### src/rtl/assert_macros.svh
// Assertion macros shared by the RTL files that carry concurrent checks.
// Depends on nothing; the including module must have clk and rst_n in scope.
`ifndef ASSERT_MACROS_SVH
`define ASSERT_MACROS_SVH

// Checks a property at every rising clock edge outside reset.
`define ASSERT_CLK(label, prop, msg) \
    label: assert property (@(posedge clk) disable iff (!rst_n) (prop)) else $error(msg);

// Checks that a condition in one cycle implies another in the next cycle.
`define ASSERT_NEXT(label, cond, nxt, msg) \
    label: assert property (@(posedge clk) disable iff (!rst_n) (cond) |=> (nxt)) \
        else $error(msg);

`endif

### src/rtl/b64d_pkg.sv
// Shared types, constants and the alphabet lookup of the base64url decoder.
// Used by the front, queue, back and top-level modules; depends on nothing.
package b64d_pkg;

    localparam int DEF_COUNT_WIDTH = 16;
    localparam int CAP_W           = 16;
    localparam int TOTAL_W         = 16;
    localparam int QUEUE_DEPTH     = 4;
    localparam int QPTR_W          = $clog2(QUEUE_DEPTH);

    localparam logic [2:0] ST_DATA     = 3'd0;
    localparam logic [2:0] ST_OK       = 3'd1;
    localparam logic [2:0] ST_BADLEN   = 3'd2;
    localparam logic [2:0] ST_BADCHAR  = 3'd3;
    localparam logic [2:0] ST_OVERFLOW = 3'd4;

    localparam logic [CAP_W-1:0] CAP_RESET = 16'hffff;

    localparam logic [7:0] CHAR_UPPER_A = 8'h41;
    localparam logic [7:0] CHAR_UPPER_Z = 8'h5a;
    localparam logic [7:0] CHAR_LOWER_A = 8'h61;
    localparam logic [7:0] CHAR_LOWER_Z = 8'h7a;
    localparam logic [7:0] CHAR_DIGIT_0 = 8'h30;
    localparam logic [7:0] CHAR_DIGIT_9 = 8'h39;
    localparam logic [7:0] CHAR_DASH    = 8'h2d;
    localparam logic [7:0] CHAR_USCORE  = 8'h5f;

    // One queue entry: the bytes a character releases plus its optional status.
    typedef struct packed {
        logic [23:0]        group_bits;
        logic [1:0]         nbytes;
        logic [TOTAL_W-1:0] base_total;
        logic               has_status;
        logic [2:0]         status;
        logic [TOTAL_W-1:0] final_total;
    } rec_t;

    // Returns {valid, sextet} for one character of the URL-safe alphabet.
    function automatic logic [6:0] sextet_of(input logic [7:0] c);
        logic [7:0] d;
        logic [6:0] r;
        d = 8'h00;
        r = 7'h00;
        if (c >= CHAR_UPPER_A && c <= CHAR_UPPER_Z)
        begin
            d = c - CHAR_UPPER_A;
            r = {1'b1, d[5:0]};
        end
        else if (c >= CHAR_LOWER_A && c <= CHAR_LOWER_Z)
        begin
            d = c - CHAR_LOWER_A + 8'd26;
            r = {1'b1, d[5:0]};
        end
        else if (c >= CHAR_DIGIT_0 && c <= CHAR_DIGIT_9)
        begin
            d = c - CHAR_DIGIT_0 + 8'd52;
            r = {1'b1, d[5:0]};
        end
        else if (c == CHAR_DASH)
        begin
            r = {1'b1, 6'd62};
        end
        else if (c == CHAR_USCORE)
        begin
            r = {1'b1, 6'd63};
        end
        return r;
    endfunction

endpackage

### src/rtl/b64d_front.sv
// Front part of the decoder: accepts characters, packs sextets and checks groups.
// Depends on b64d_pkg; writes one rec_t into the queue for each character with results.
module b64d_front #(
    parameter int COUNT_WIDTH = b64d_pkg::DEF_COUNT_WIDTH
) (
    input  logic                     clk,
    input  logic                     rst_n,
    input  logic                     push,
    output logic                     full,
    input  logic [7:0]               char_code,
    input  logic                     message_last,
    input  logic                     cap_we,
    input  logic [b64d_pkg::CAP_W-1:0] cap_data,
    input  logic                     q_full,
    output logic                     q_push,
    output b64d_pkg::rec_t           q_rec
);
    import b64d_pkg::*;

    localparam int EXT_W = (COUNT_WIDTH > CAP_W) ? COUNT_WIDTH : CAP_W;
    localparam int CMP_W = EXT_W + 1;

    logic [CAP_W-1:0]       cap_reg;
    logic [17:0]            buf_reg, buf_next;
    logic [1:0]             pos_reg, pos_next;
    logic                   bad_reg, bad_next;
    logic [2:0]             err_reg, err_next;
    logic [COUNT_WIDTH-1:0] count_reg, count_next;

    logic                   accept;
    logic [6:0]             lookup;
    logic                   bad_now;
    logic                   check;
    logic [1:0]             nb;
    logic [23:0]            grp;
    logic [CMP_W-1:0]       sum;
    logic                   ovf;
    logic                   emit;
    logic [EXT_W-1:0]       base_ext, final_ext;

    assign full    = q_full;
    assign accept  = push && !q_full;
    assign lookup  = sextet_of(char_code);
    assign bad_now = bad_reg || !lookup[6];

    // A group closes on its fourth character, or on a tail of two or three.
    assign check = (pos_reg == 2'd3) || (message_last && (pos_reg != 2'd0));

    always_comb
    begin
        unique case (pos_reg)
            2'd1:
            begin
                nb  = 2'd1;
                grp = {buf_reg[5:0], lookup[5:0], 12'h000};
            end
            2'd2:
            begin
                nb  = 2'd2;
                grp = {buf_reg[11:0], lookup[5:0], 6'h00};
            end
            2'd3:
            begin
                nb  = 2'd3;
                grp = {buf_reg, lookup[5:0]};
            end
            default:
            begin
                nb  = 2'd0;
                grp = 24'h000000;
            end
        endcase
    end

    assign sum  = CMP_W'(count_reg) + CMP_W'(nb);
    assign ovf  = (sum > CMP_W'(cap_reg)) || sum[COUNT_WIDTH];
    assign emit = check && (err_reg == ST_DATA) && !bad_now && !ovf;

    always_comb
    begin
        err_next = err_reg;
        if (check && err_reg == ST_DATA)
        begin
            if (bad_now)
                err_next = ST_BADCHAR;
            else if (ovf)
                err_next = ST_OVERFLOW;
        end
    end

    assign count_next = emit ? sum[COUNT_WIDTH-1:0] : count_reg;
    assign base_ext   = EXT_W'(count_reg);
    assign final_ext  = EXT_W'(count_next);

    always_comb
    begin
        q_rec.group_bits  = grp;
        q_rec.nbytes      = emit ? nb : 2'd0;
        q_rec.base_total  = base_ext[TOTAL_W-1:0];
        q_rec.has_status  = message_last;
        q_rec.final_total = final_ext[TOTAL_W-1:0];
        if (pos_reg == 2'd0)
            q_rec.status = ST_BADLEN;
        else if (err_next != ST_DATA)
            q_rec.status = err_next;
        else
            q_rec.status = ST_OK;
    end

    assign q_push = accept && (emit || message_last);

    always_comb
    begin
        buf_next = buf_reg;
        pos_next = pos_reg;
        bad_next = bad_reg;
        if (message_last)
        begin
            buf_next = 18'h00000;
            pos_next = 2'd0;
            bad_next = 1'b0;
        end
        else if (pos_reg == 2'd3)
        begin
            buf_next = 18'h00000;
            pos_next = 2'd0;
            bad_next = 1'b0;
        end
        else
        begin
            buf_next = {buf_reg[11:0], lookup[5:0]};
            pos_next = pos_reg + 2'd1;
            bad_next = bad_now;
        end
    end

    always_ff @(posedge clk or negedge rst_n)
    begin
        if (!rst_n)
        begin
            cap_reg   <= CAP_RESET;
            buf_reg   <= '0;
            pos_reg   <= '0;
            bad_reg   <= 1'b0;
            err_reg   <= ST_DATA;
            count_reg <= '0;
        end
        else
        begin
            if (cap_we)
                cap_reg <= cap_data;
            if (accept)
            begin
                buf_reg <= buf_next;
                pos_reg <= pos_next;
                bad_reg <= bad_next;
                if (message_last)
                begin
                    err_reg   <= ST_DATA;
                    count_reg <= '0;
                end
                else
                begin
                    err_reg   <= err_next;
                    count_reg <= count_next;
                end
            end
        end
    end

endmodule

### src/rtl/b64d_queue.sv
// Short queue of decoded records between the front and back parts.
// Depends on b64d_pkg for rec_t and the queue depth.
module b64d_queue (
    input  logic           clk,
    input  logic           rst_n,
    input  logic           push,
    input  b64d_pkg::rec_t push_rec,
    output logic           q_full,
    input  logic           pop,
    output b64d_pkg::rec_t pop_rec,
    output logic           q_empty
);
    import b64d_pkg::*;

    rec_t              slot_reg [QUEUE_DEPTH];
    logic [QPTR_W-1:0] wr_ptr_reg, rd_ptr_reg;
    logic [QPTR_W:0]   cnt_reg, cnt_next;
    logic              do_push, do_pop;

    assign q_full  = (cnt_reg == (QPTR_W + 1)'(QUEUE_DEPTH));
    assign q_empty = (cnt_reg == '0);
    assign do_push = push && !q_full;
    assign do_pop  = pop && !q_empty;
    assign pop_rec = slot_reg[rd_ptr_reg];

    always_comb
    begin
        cnt_next = cnt_reg;
        if (do_push && !do_pop)
            cnt_next = cnt_reg + 1'b1;
        else if (do_pop && !do_push)
            cnt_next = cnt_reg - 1'b1;
    end

    always_ff @(posedge clk)
    begin
        if (do_push)
            slot_reg[wr_ptr_reg] <= push_rec;
    end

    always_ff @(posedge clk or negedge rst_n)
    begin
        if (!rst_n)
        begin
            wr_ptr_reg <= '0;
            rd_ptr_reg <= '0;
            cnt_reg    <= '0;
        end
        else
        begin
            if (do_push)
                wr_ptr_reg <= wr_ptr_reg + 1'b1;
            if (do_pop)
                rd_ptr_reg <= rd_ptr_reg + 1'b1;
            cnt_reg <= cnt_next;
        end
    end

endmodule

### src/rtl/b64d_back.sv
// Back part of the decoder: unpacks a record into results, one per popped cycle.
// Depends on b64d_pkg for rec_t and the status codes.
module b64d_back (
    input  logic                         clk,
    input  logic                         rst_n,
    input  logic                         q_empty,
    input  b64d_pkg::rec_t               q_rec,
    output logic                         q_pop,
    output logic                         empty,
    input  logic                         pop,
    output logic [7:0]                   out_byte,
    output logic [2:0]                   status,
    output logic [b64d_pkg::TOTAL_W-1:0] total_bytes,
    output logic                         run_last
);
    import b64d_pkg::*;

    rec_t       cur_reg;
    logic       cur_valid_reg;
    logic [1:0] idx_reg;
    logic [1:0] last_idx;
    logic       is_data;
    logic       done_now;
    logic       load;

    // Data items come first, then the status item if the record has one.
    assign last_idx = cur_reg.has_status ? cur_reg.nbytes : (cur_reg.nbytes - 2'd1);
    assign is_data  = (idx_reg < cur_reg.nbytes);
    assign done_now = pop && cur_valid_reg && (idx_reg == last_idx);
    assign load     = (!cur_valid_reg || done_now) && !q_empty;
    assign q_pop    = load;

    assign empty    = !cur_valid_reg;
    assign run_last = (idx_reg == last_idx);
    assign status   = is_data ? ST_DATA : cur_reg.status;

    always_comb
    begin
        out_byte = 8'h00;
        if (is_data)
        begin
            unique case (idx_reg)
                2'd0:    out_byte = cur_reg.group_bits[23:16];
                2'd1:    out_byte = cur_reg.group_bits[15:8];
                default: out_byte = cur_reg.group_bits[7:0];
            endcase
        end
    end

    assign total_bytes = is_data
        ? (cur_reg.base_total + TOTAL_W'(idx_reg) + TOTAL_W'(1))
        : cur_reg.final_total;

    always_ff @(posedge clk)
    begin
        if (load)
            cur_reg <= q_rec;
    end

    always_ff @(posedge clk or negedge rst_n)
    begin
        if (!rst_n)
        begin
            cur_valid_reg <= 1'b0;
            idx_reg       <= 2'd0;
        end
        else if (load)
        begin
            cur_valid_reg <= 1'b1;
            idx_reg       <= 2'd0;
        end
        else if (done_now)
        begin
            cur_valid_reg <= 1'b0;
        end
        else if (pop && cur_valid_reg)
        begin
            idx_reg <= idx_reg + 2'd1;
        end
    end

endmodule

### src/rtl/base64url_stream_decoder_unit.sv
// Top level of the unpadded base64url stream decoder.
// Depends on b64d_pkg, assert_macros.svh, b64d_front, b64d_queue and b64d_back.
//
// Usage: characters enter through a queue-style port (push/full) with
// message_last set on the final character of each message. Results leave
// through a second queue-style port (empty/pop): each result carries
// out_byte, status, total_bytes and run_last, where run_last marks the last
// result caused by a character. A fourth character of a group releases three
// data bytes; the final character also releases a tail of one or two bytes
// and one status result. Other characters release nothing.
// The front takes one character per cycle while full is low: lookup, packing
// and the group check all finish in that cycle, and the record goes into a
// four-entry queue. A result passes through the queue slot and the back's
// record register before it shows on the output. The back hands out one
// result per cycle while pop is high; full rises only once the queue has
// filled behind a stalled or slow receiver.
// output_capacity is written through cfg_valid/cfg_data, always ready, and
// should only change while the block is idle. Reset clears the group state,
// the byte count, the queue and the output stage, and sets the capacity to
// 65535; no clearing pass is needed and the block accepts items right away.
module base64url_stream_decoder_unit #(
    parameter int COUNT_WIDTH = b64d_pkg::DEF_COUNT_WIDTH
) (
    input  logic                         clk,
    input  logic                         rst_n,
    input  logic                         push,
    output logic                         full,
    input  logic [7:0]                   char_code,
    input  logic                         message_last,
    output logic                         empty,
    input  logic                         pop,
    output logic [7:0]                   out_byte,
    output logic [2:0]                   status,
    output logic [b64d_pkg::TOTAL_W-1:0] total_bytes,
    output logic                         run_last,
    input  logic                         cfg_valid,
    output logic                         cfg_ready,
    input  logic [b64d_pkg::CAP_W-1:0]   cfg_data
);
    import b64d_pkg::*;

    `include "assert_macros.svh"

    logic q_full;
    logic q_empty;
    logic q_push;
    logic q_pop;
    rec_t push_rec;
    rec_t pop_rec;

    // The capacity register can take a write in any cycle.
    assign cfg_ready = 1'b1;

    b64d_front #(
        .COUNT_WIDTH (COUNT_WIDTH)
    ) u_front (
        .clk          (clk),
        .rst_n        (rst_n),
        .push         (push),
        .full         (full),
        .char_code    (char_code),
        .message_last (message_last),
        .cap_we       (cfg_valid && cfg_ready),
        .cap_data     (cfg_data),
        .q_full       (q_full),
        .q_push       (q_push),
        .q_rec        (push_rec)
    );

    b64d_queue u_queue (
        .clk      (clk),
        .rst_n    (rst_n),
        .push     (q_push),
        .push_rec (push_rec),
        .q_full   (q_full),
        .pop      (q_pop),
        .pop_rec  (pop_rec),
        .q_empty  (q_empty)
    );

    b64d_back u_back (
        .clk         (clk),
        .rst_n       (rst_n),
        .q_empty     (q_empty),
        .q_rec       (pop_rec),
        .q_pop       (q_pop),
        .empty       (empty),
        .pop         (pop),
        .out_byte    (out_byte),
        .status      (status),
        .total_bytes (total_bytes),
        .run_last    (run_last)
    );

    // A status result always closes the run of results for its character.
    `ASSERT_CLK(a_status_is_last, !empty && status != ST_DATA |-> run_last, "status result without run_last")

    // The front never writes a record into a full queue.
    `ASSERT_CLK(a_no_queue_overrun, q_push |-> !q_full, "queue written while full")

    // An idle output stage picks up a waiting record at the next edge.
    `ASSERT_NEXT(a_back_loads, empty && !q_empty, !empty, "waiting record not loaded")

    // A status result never carries a nonzero byte.
    `ASSERT_CLK(a_status_byte_zero, !empty && status != ST_DATA |-> out_byte == 8'h00, "status result with nonzero byte")

endmodule

### config.mk
export PLATFORM = sky130hd
export DESIGN_NAME = base64url_stream_decoder_unit
export DESIGN_NICKNAME = d
export VERILOG_FILES = /design/src/rtl/b64d_pkg.sv /design/src/rtl/b64d_front.sv /design/src/rtl/b64d_queue.sv /design/src/rtl/b64d_back.sv /design/src/rtl/base64url_stream_decoder_unit.sv
export VERILOG_INCLUDE_DIRS = /design/src /design/src/rtl
export SDC_FILE = /design/constraint.sdc
export NUM_CORES = 1
export LEC_CHECK = 0
export ABC_CLOCK_PERIOD_IN_PS = 18800
export BUFFER_PORTS_ARGS = -buffer_cell sky130_fd_sc_hd__buf_4
export CAP_MARGIN = 30
export CORE_UTILIZATION = 40
export CTS_CLUSTER_SIZE = 12
export DETAILED_ROUTE_END_ITERATION = 8
export GPL_ROUTABILITY_DRIVEN = 1
export GPL_TIMING_DRIVEN = 0
export MAX_ROUTING_LAYER = met4
export PLACE_DENSITY = 0.57
export SYNTH_ARGS = -nofsm -noshare
export SYNTH_HDL_FRONTEND = slang
export SYNTH_SLANG_ARGS = --single-unit
### constraint.sdc
create_clock -name clk -period 18.8 [get_ports clk]
set_clock_uncertainty 0.2 [all_clocks]
set_input_delay 3.76 -clock clk [delete_from_list [all_inputs] [get_ports clk]]
set_output_delay 3.76 -clock clk [all_outputs]
set_load 0.01 [all_outputs]
==> qor.yml, run 1 <==
status:
  status: "complete, no violations"
logic_synthesis:
  synth_nets: 1203
  synth_top_family_by_area: "simple AND/OR/NAND/NOR gates"
  synthAdderAreaFrac_pct: 3.45
  synth_xor_area_share_pct: 2.85
  synth_warnings: 0
  yosys.area_share.simple_pct: 8.85
  synth.cell_area_um2: 16600
  syn_inst: 1129
  synth_seq_cells: 376
  muxShareOfSynthArea_pct: 8.67
  ys_seq_area_share_pct: 66.1
  synthArstFlopShare_pct: 17.6
  synth_compound_area_share_pct: 7.31
  synthDistinctLibCells: 68
  avgSynthCellArea_um2: 14.7
  synth_ff_type: "edfxtp_1"
  synth_edf_count: 310
critical_path:
  reg2regPathDepth: 24
  worstPathMaxFanout: 10
  critical_path_required_ns: 19.05
  cp_data_arrival_time_ns: 7.99
  end_kind: "flip-flop"
  crit_type: "primary input to flip-flop"
  critPathLaunchType: "primary input"
final_layout:
  seq_area_um2: 11000
  syn2layout_area_growth_pct: 16.6
  largest_reg_flops: 248
  drive_gt1_share_pct: 18.8
  fillers: 3609
  most-common-layout-cells: "edfxtp_1 (310), nand2_1 (110), mux4_2 (62), buf_4 (59), inv_1 (57)"
  final_common_cell: "edfxtp_1"
  finalNetCount: 1334
  multi_input_area_um2: 5190
  diodes: 0
  utilization_pct: 47.3
global_routing:
  grt_pass1_wl_um: 57800
  grt_pass1_vias: 9827
  grt.total_usage_pct: 18.6
  grt-ovfl-total: 0
  grt_max_degree: 67
  antenna_found_initial: 0
sta:
  setup_viol: 0
  grt_setup_unrepaired: "no"
  fin_crit_ns: 7.74
  timing.setup.tns_ns: 0
  fin_crit_sh_pct: 41.2
  tightest_slew_ns: 0.892
  hold_viol_final: 0
  max-slew-margin-rel_pct: 40.5
  timing.fmax_mhz: 129
  slew_viol_final: 0
floorplan:
  initial_core_util_pct: 40.6
  fp-row-count: 74
  dieArea_um2: 42300
  core_um2: 40900
  ios: 61
  fp.dieH_um: 206
  die_x_um: 206
clocking:
  cts_max_path_buffers: 3
  clkSlewWorstSetupHoldPaths_ns: 0.06
  cts-root-buf: "clkbuf_16"
  post_cts_buffers: 0
  cts.sinks: 376
  numCtsBuffers: 40
  cts_htree_levels: 2
  cts_hold_buf: 0
  cts_tree: "done"
  cts_resized: 0
  clk_latency_ns: 0.54
pwr:
  internal_power_mw: 1.93
  power_switching_mw: 0.895
  swShare_pct: 31.6
  leakage_nw: 6.82
  pwr-share-comb_pct: 30.8
  pwr-share-clk_pct: 26.8
  seqPwrFrac_pct: 42.4
  peakVddDrop_mv: 0.0563
  p_per_area_nw_per_um2: 146
place:
  port_buffers: 58
  dp_hpwl_um: 26400
  place.gp.congestion: 0.885
hold_path:
  min_path_cells: 2
  hp-class: "flip-flop to flip-flop"
flow_run:
  cap_violations: 0
detailed_routing:
  drt_iter0_markers: 683
  post_drt_via_cell_ratio: 5.39
  wl_per_cell_um: 20.4
  routed_wirelength_um: 37000
  drt_first_pass_iters: 7
  route.detailed.drc: 0
  vias: 9784
  postRouteAntennaNets: 0
## routing by layer
layer	GRT usage, %	wire [um]	vias to the layer above
met4	4.81	677	0
met3	2.34	1670	49
met5	-	0	-
li1	-	-	4585
met2	27.5	17000	270
met1	27.3	17700	4880
## metrics by stage
stage | setup slack [ns] | instances | instance area, um^2 | power [mW] | hold slack (ns)
floorplan | 7.69 | 1129 | 16600 | 1.76 | 0.238
global placement | 3.21 | 1719 | 17700 | 2.08 | 0.255
detailed placement | 10.41 | 1748 | 18100 | 2.10 | 0.260
CTS | 10.97 | 1814 | 19300 | 2.86 | 0.273
global route | 10.82 | 1816 | 19400 | 2.99 | 0.296
finish | 11.06 | 1816 | 19400 | 2.83 | 0.271
## power by group through the flow
| stage | Clock (mW) | Sequential [mW] | Combinational (mW) |
|---|---|---|---|
| global placement | 0 | 1.24 | 0.843 |
| floorplan | 0 | 1.20 | 0.557 |
| detailed placement | 0 | 1.22 | 0.883 |
| global route | 0.807 | 1.22 | 0.963 |
| CTS | 0.774 | 1.20 | 0.888 |
| finish | 0.758 | 1.20 | 0.872 |
## worst max-delay path, stage by stage
cell      delay [ns]
buf_4           0.09
buf_2           0.19
inv_1           0.11
ha_1            0.25
a21o_1          0.25
a311oi_4        0.54
a311oi_4        0.13
nor4_4          0.58
buf_2           0.33
a21oi_1         0.25
nor2_1          0.36
ha_1            0.25
inv_1           0.06
fa_1            0.38
xor2_1          0.17
nor2_1          0.13
xor2_1          0.15
## worst paths after layout
check	from	endpoint	slack, ns
worst min-delay path	u_front.buf_reg[12]$_DFFE_PN0P_	u_front.buf_reg[12]$_DFFE_PN0P_	0.27
worst max register to register	u_front.pos_reg[0]$_DFFE_PN0P_	u_queue.cnt_reg[2]$_DFFE_PN0P_	11.77
worst max-delay path	char_code[2]	u_queue.cnt_reg[2]$_DFFE_PN0P_	11.06
max in group asynchronous	rst_n	u_front.cap_reg[7]$_DFFE_PN1P_	15.02
worst min register to register	u_front.buf_reg[12]$_DFFE_PN0P_	u_front.buf_reg[12]$_DFFE_PN0P_	0.27
min in group asynchronous	rst_n	u_front.buf_reg[2]$_DFFE_PN0P_	3.03
## synth_stat cells, drive strengths merged (3+ instances only)
master / instances / area (um^2)
mux2: 3 / 33.8
inv: 58 / 218
nand2b: 8 / 50.1
mux4: 62 / 1400
nor4: 4 / 40.0
o31ai: 3 / 22.5
o21ai: 52 / 260
nand4: 16 / 100
buf: 17 / 72.6
nor3b: 9 / 67.6
and2: 5 / 31.3
o311ai: 9 / 78.8
and3: 9 / 56.3
ha: 41 / 513
nor3: 31 / 155
o31a: 4 / 36.3
a311o: 8 / 80.1
xnor2: 40 / 350
nor2: 36 / 135
nand3: 47 / 235
a21o: 4 / 30.0
dfstp: 16 / 420
clkbuf: 44 / 165
or2: 3 / 18.8
o211ai: 8 / 60.1
a222oi: 8 / 80.1
a21oi: 30 / 150
xor2: 14 / 123
edfxtp: 310 / 9310
a22oi: 16 / 120
fa: 3 / 60.1
and4: 4 / 35.0
nor2b: 4 / 25.0
a311oi: 3 / 61.3
dfrtp: 50 / 1250
nand2: 110 / 413
or3: 5 / 36.3
nand4b: 3 / 26.3
## cells by family (layout without fill, tap and decap cells)
| kind of cell | count (synthesis) | count (layout) |
|---|---|---|
| buffers and inverters | 119 | 274 |
| AO/OA/AOI/OAI | 172 | 172 |
| other | 1 | 1 |
| flip-flops | 376 | 376 |
| AND/OR/NAND/NOR | 297 | 297 |
| multiplexers | 66 | 66 |
| XOR/XNOR | 54 | 54 |
| adder cells (fa/ha/maj) | 44 | 44 |
## area by class of cell
class	count	share of cell area [%]
well taps	532	3.44
repair buffers	89	4.25
clock buffers	55	5.73
plain buffers	61	1.23
multi-input cells	634	26.8
flip-flops and latches	376	56.7
clock inverters	11	0.704
inverters	58	1.12
No activity file was read; power rests on OpenSTA's default activity.
==> run 2: changes to the inputs <==
--- a/config.mk
+++ b/config.mk
@@ -6,7 +6,8 @@
 export SDC_FILE = /design/constraint.sdc
 export NUM_CORES = 1
 export LEC_CHECK = 0
-export ABC_CLOCK_PERIOD_IN_PS = 18800
+export ABC_AREA = 1
+export ABC_CLOCK_PERIOD_IN_PS = 7150
 export BUFFER_PORTS_ARGS = -buffer_cell sky130_fd_sc_hd__buf_4
 export CAP_MARGIN = 30
 export CORE_UTILIZATION = 40
==> constraint.sdc (replaced) <==
create_clock -name clk -period 7.15 [get_ports clk]
set_clock_uncertainty 0.2 [all_clocks]
set_input_delay 1.43 -clock clk [delete_from_list [all_inputs] [get_ports clk]]
set_output_delay 1.43 -clock clk [all_outputs]
set_load 0.01 [all_outputs]
==> run 2 against run 1 <==
Effect of this change:
- the flow now finishes with violations (design-rule violations)
- worst hold slack improved by 0.011 ns
- critical path depth up 10
- flip-flop and latch count stayed put
- synthesized cell count grew 34%
- register-to-register slack lost 11 ns
==> qor.yml, run 2 <==
clocking:
  cts_tree: "done"
  cts-root-buf: "clkbuf_16"
  cts_max_path_buffers: 3
  cts.sinks: 376
  clk_latency_ns: 0.54
  cts_htree_levels: 2
  numCtsBuffers: 40
  clkSlewWorstSetupHoldPaths_ns: 0.06
  cts_hold_buf: 0
hold_path:
  hp-class: "flip-flop to flip-flop"
  hold_path_startpoint: "u_front.buf_reg[12]$_DFFE_PN0P_"
floorplan:
  core_um2: 41000
  initial_core_util_pct: 40.7
  fp.dieH_um: 206
  dieArea_um2: 42500
  ios: 61
  die_x_um: 206
  fp-row-count: 74
final_layout:
  multi_input_area_um2: 4910
  finalNetCount: 1693
  drive_gt1_share_pct: 10.8
  final_common_cell: "edfxtp_1"
  seq_area_um2: 11000
  fillers: 3752
  largest_reg_flops: 248
  syn2layout_area_growth_pct: 15.6
  most-common-layout-cells: "edfxtp_1 (310), nand2_1 (224), nor2_1 (175), o21ai_0 (169), inv_1 (147)"
logic_synthesis:
  synth_ff_type: "edfxtp_1"
  syn_inst: 1508
  ys_seq_area_share_pct: 65.9
  synth_most_common_cell: "edfxtp_1"
  synth_nets: 1582
  ys_top_cells_by_count: "edfxtp_1 (310), nand2_1 (224), nor2_1 (180), o21ai_0 (169), inv_1 (147)"
  avgSynthCellArea_um2: 11.1
  muxShareOfSynthArea_pct: 0.135
  synthDistinctLibCells: 45
  synth_xor_area_share_pct: 1.42
  synthAdderAreaFrac_pct: 3.44
  synth_compound_area_share_pct: 10.1
  synthArstFlopShare_pct: 17.6
  synth.cell_area_um2: 16700
  synth_top_area_cell: "edfxtp_1"
  synth_edf_count: 310
  synth_seq_cells: 376
  ys_top_cells_by_area: "edfxtp_1 (56%), dfrtp_1 (7.5%), o21ai_0 (5.1%)"
  synth_top_family_by_area: "simple AND/OR/NAND/NOR gates"
  synth_warnings: 0
  yosys.area_share.simple_pct: 14.1
  synth.top_cell.area_share_pct: 55.8
status:
  violations: "design-rule violations"
  status: "finished with violations"
sta:
  timing.fmax_mhz: 152
  fin_crit_ns: 6.56
  slew_viol_final: 0
  tightest_slew_ns: 0.946
  fin_crit_sh_pct: 91.8
  hold_viol_final: 0
  grt_setup_unrepaired: "no"
  max-slew-margin-rel_pct: 36.5
  setup_viol: 0
  timing.hold.ws_ns: 0.283
  finalWorstSetupSlack_ns: 0.589
pwr:
  power_mw: 8.03
  p_per_area_nw_per_um2: 416
  leakage_nw: 7.48
  peakVddDrop_mv: 0.161
global_routing:
  antenna_found_initial: 2
  grt-ovfl-total: 0
  grt_pass1_wl_um: 62700
  grt.total_usage_pct: 20.0
  grt_max_degree: 67
  grt_pass1_vias: 10854
critical_path:
  critPathLaunchType: "flip-flop"
  end_kind: "flip-flop"
  cp_data_arrival_time_ns: 6.59
  critical_path_required_ns: 7.18
  crit_path_start: "u_front.pos_reg[0]$_DFFE_PN0P_"
  cp_slowest_cell: "nor2_4"
  reg2reg_from: "u_front.pos_reg[0]$_DFFE_PN0P_"
  worstPathMaxFanout: 24
  cpMostUsedCell: "nand2_1"
  crit_type: "flip-flop to flip-flop"
  max_stage_delay_ns: 0.78
detailed_routing:
  wl_per_cell_um: 18.5
  routed_wirelength_um: 40400
  post_drt_via_cell_ratio: 5.21
  drt_first_pass_iters: 7
  drt_iter0_markers: 1026
  postRouteAntennaNets: 0
  vias: 11359
  route.detailed.drc: 9
place:
  dp_hpwl_um: 28100
  port_buffers: 58
  dpl_worst_slack_ns: 0.360
  place.gp.congestion: 0.868
flow_run:
  cap_violations: 0
[run 2: changes by cell type in the layout (fill, tap and decap cells not counted), sizes merged, moves of 35 or more]
| cell | change |
|---|---|
| inv | +88 |
| mux4 | -62 |
| nand2 | +126 |
| nor2 | +150 |
| o21ai | +117 |
| o22ai | +81 |
| xnor2 | -35 |
[run 2: area by class of cell]
cell class                 count  share of cell area [%]
antenna                        2                  0.0260
buffer                        66                    1.39
clock buffer                  55                    5.97
clock inverter                13                   0.480
inverter                     150                    2.92
multi-input combinational    917                    25.4
sequential                   376                    56.9
tap                          532                    3.45
timing repair buffer          68                    3.37
[run 2: metrics by stage]
stage / utilization [%] / cells / instance area (um^2) / TNS (ns)
floorplan: - / 1508 / 16700 / -46.64
global placement: 43.3 / 2098 / 17800 / -827.64
detailed placement: 44.0 / 2108 / 18000 / 0
CTS: 47.0 / 2176 / 19300 / 0
global route: 47.0 / 2179 / 19300 / 0
finish: 47.0 / 2179 / 19300 / 0
[run 2: power by group]
part / internal (mW) / switching (mW) / total [mW]
clock network: 1.16 / 0.810 / 1.97
registers: 3.04 / 0.215 / 3.26
logic: 0.907 / 1.90 / 2.81
[run 2: kinds of logic (layout without fill, tap and decap cells)]
family          count (synthesis)  after routing
other cells                     1              3
mux                             2              2
flops                         376            376
buf+inv                       216            352
fa+ha+maj                      44             44
compound gates                301            301
xor+xnor                       27             27
simple gates                  541            542
[run 2: final timing paths]
check | cells past startpoint | endpoint | slack (ns)
max | 27 | u_queue.slot_reg[0][10]$_DFFE_PP_ | 0.59
min | 2 | u_front.buf_reg[12]$_DFFE_PN0P_ | 0.28
max reg2reg | 27 | u_queue.slot_reg[0][10]$_DFFE_PP_ | 0.59
min reg2reg | 2 | u_front.buf_reg[12]$_DFFE_PN0P_ | 0.28
max in group asynchronous | 1 | u_front.buf_reg[7]$_DFFE_PN0P_ | 5.34
min in group asynchronous | 1 | u_front.base_ext[9]$_DFFE_PN0P_ | 0.81
[run 2: timing repair]
| item | in CTS | in global routing |
|---|---|---|
| setup buffers | 0 | 0 |
| endpoints found under the hold margin | 0 | 0 |
| resized for setup | 0 | 1 |
| setup endpoints to repair | 0 | 84 |
[run 2: per-layer routing]
layer | vias to the layer above | share of wire [%] | GRT usage (%)
li1 | 5483 | - | -
met1 | 5467 | 46 | 28.2
met2 | 355 | 46 | 30.4
met3 | 54 | 6.5 | 2.87
met4 | 0 | 1.8 | 5.02
met5 | - | 0 | -
[run 2: worst max-delay path, delay by kind of cell, from the launching register on]
kind / cells / cell delay (ns)
flip-flops: 1 / 0.41
AO/OA/AOI/OAI: 2 / 0.31
buffers and inverters: 7 / 1.47
adder cells (fa/ha/maj): 4 / 1.12
AND/OR/NAND/NOR: 14 / 2.68
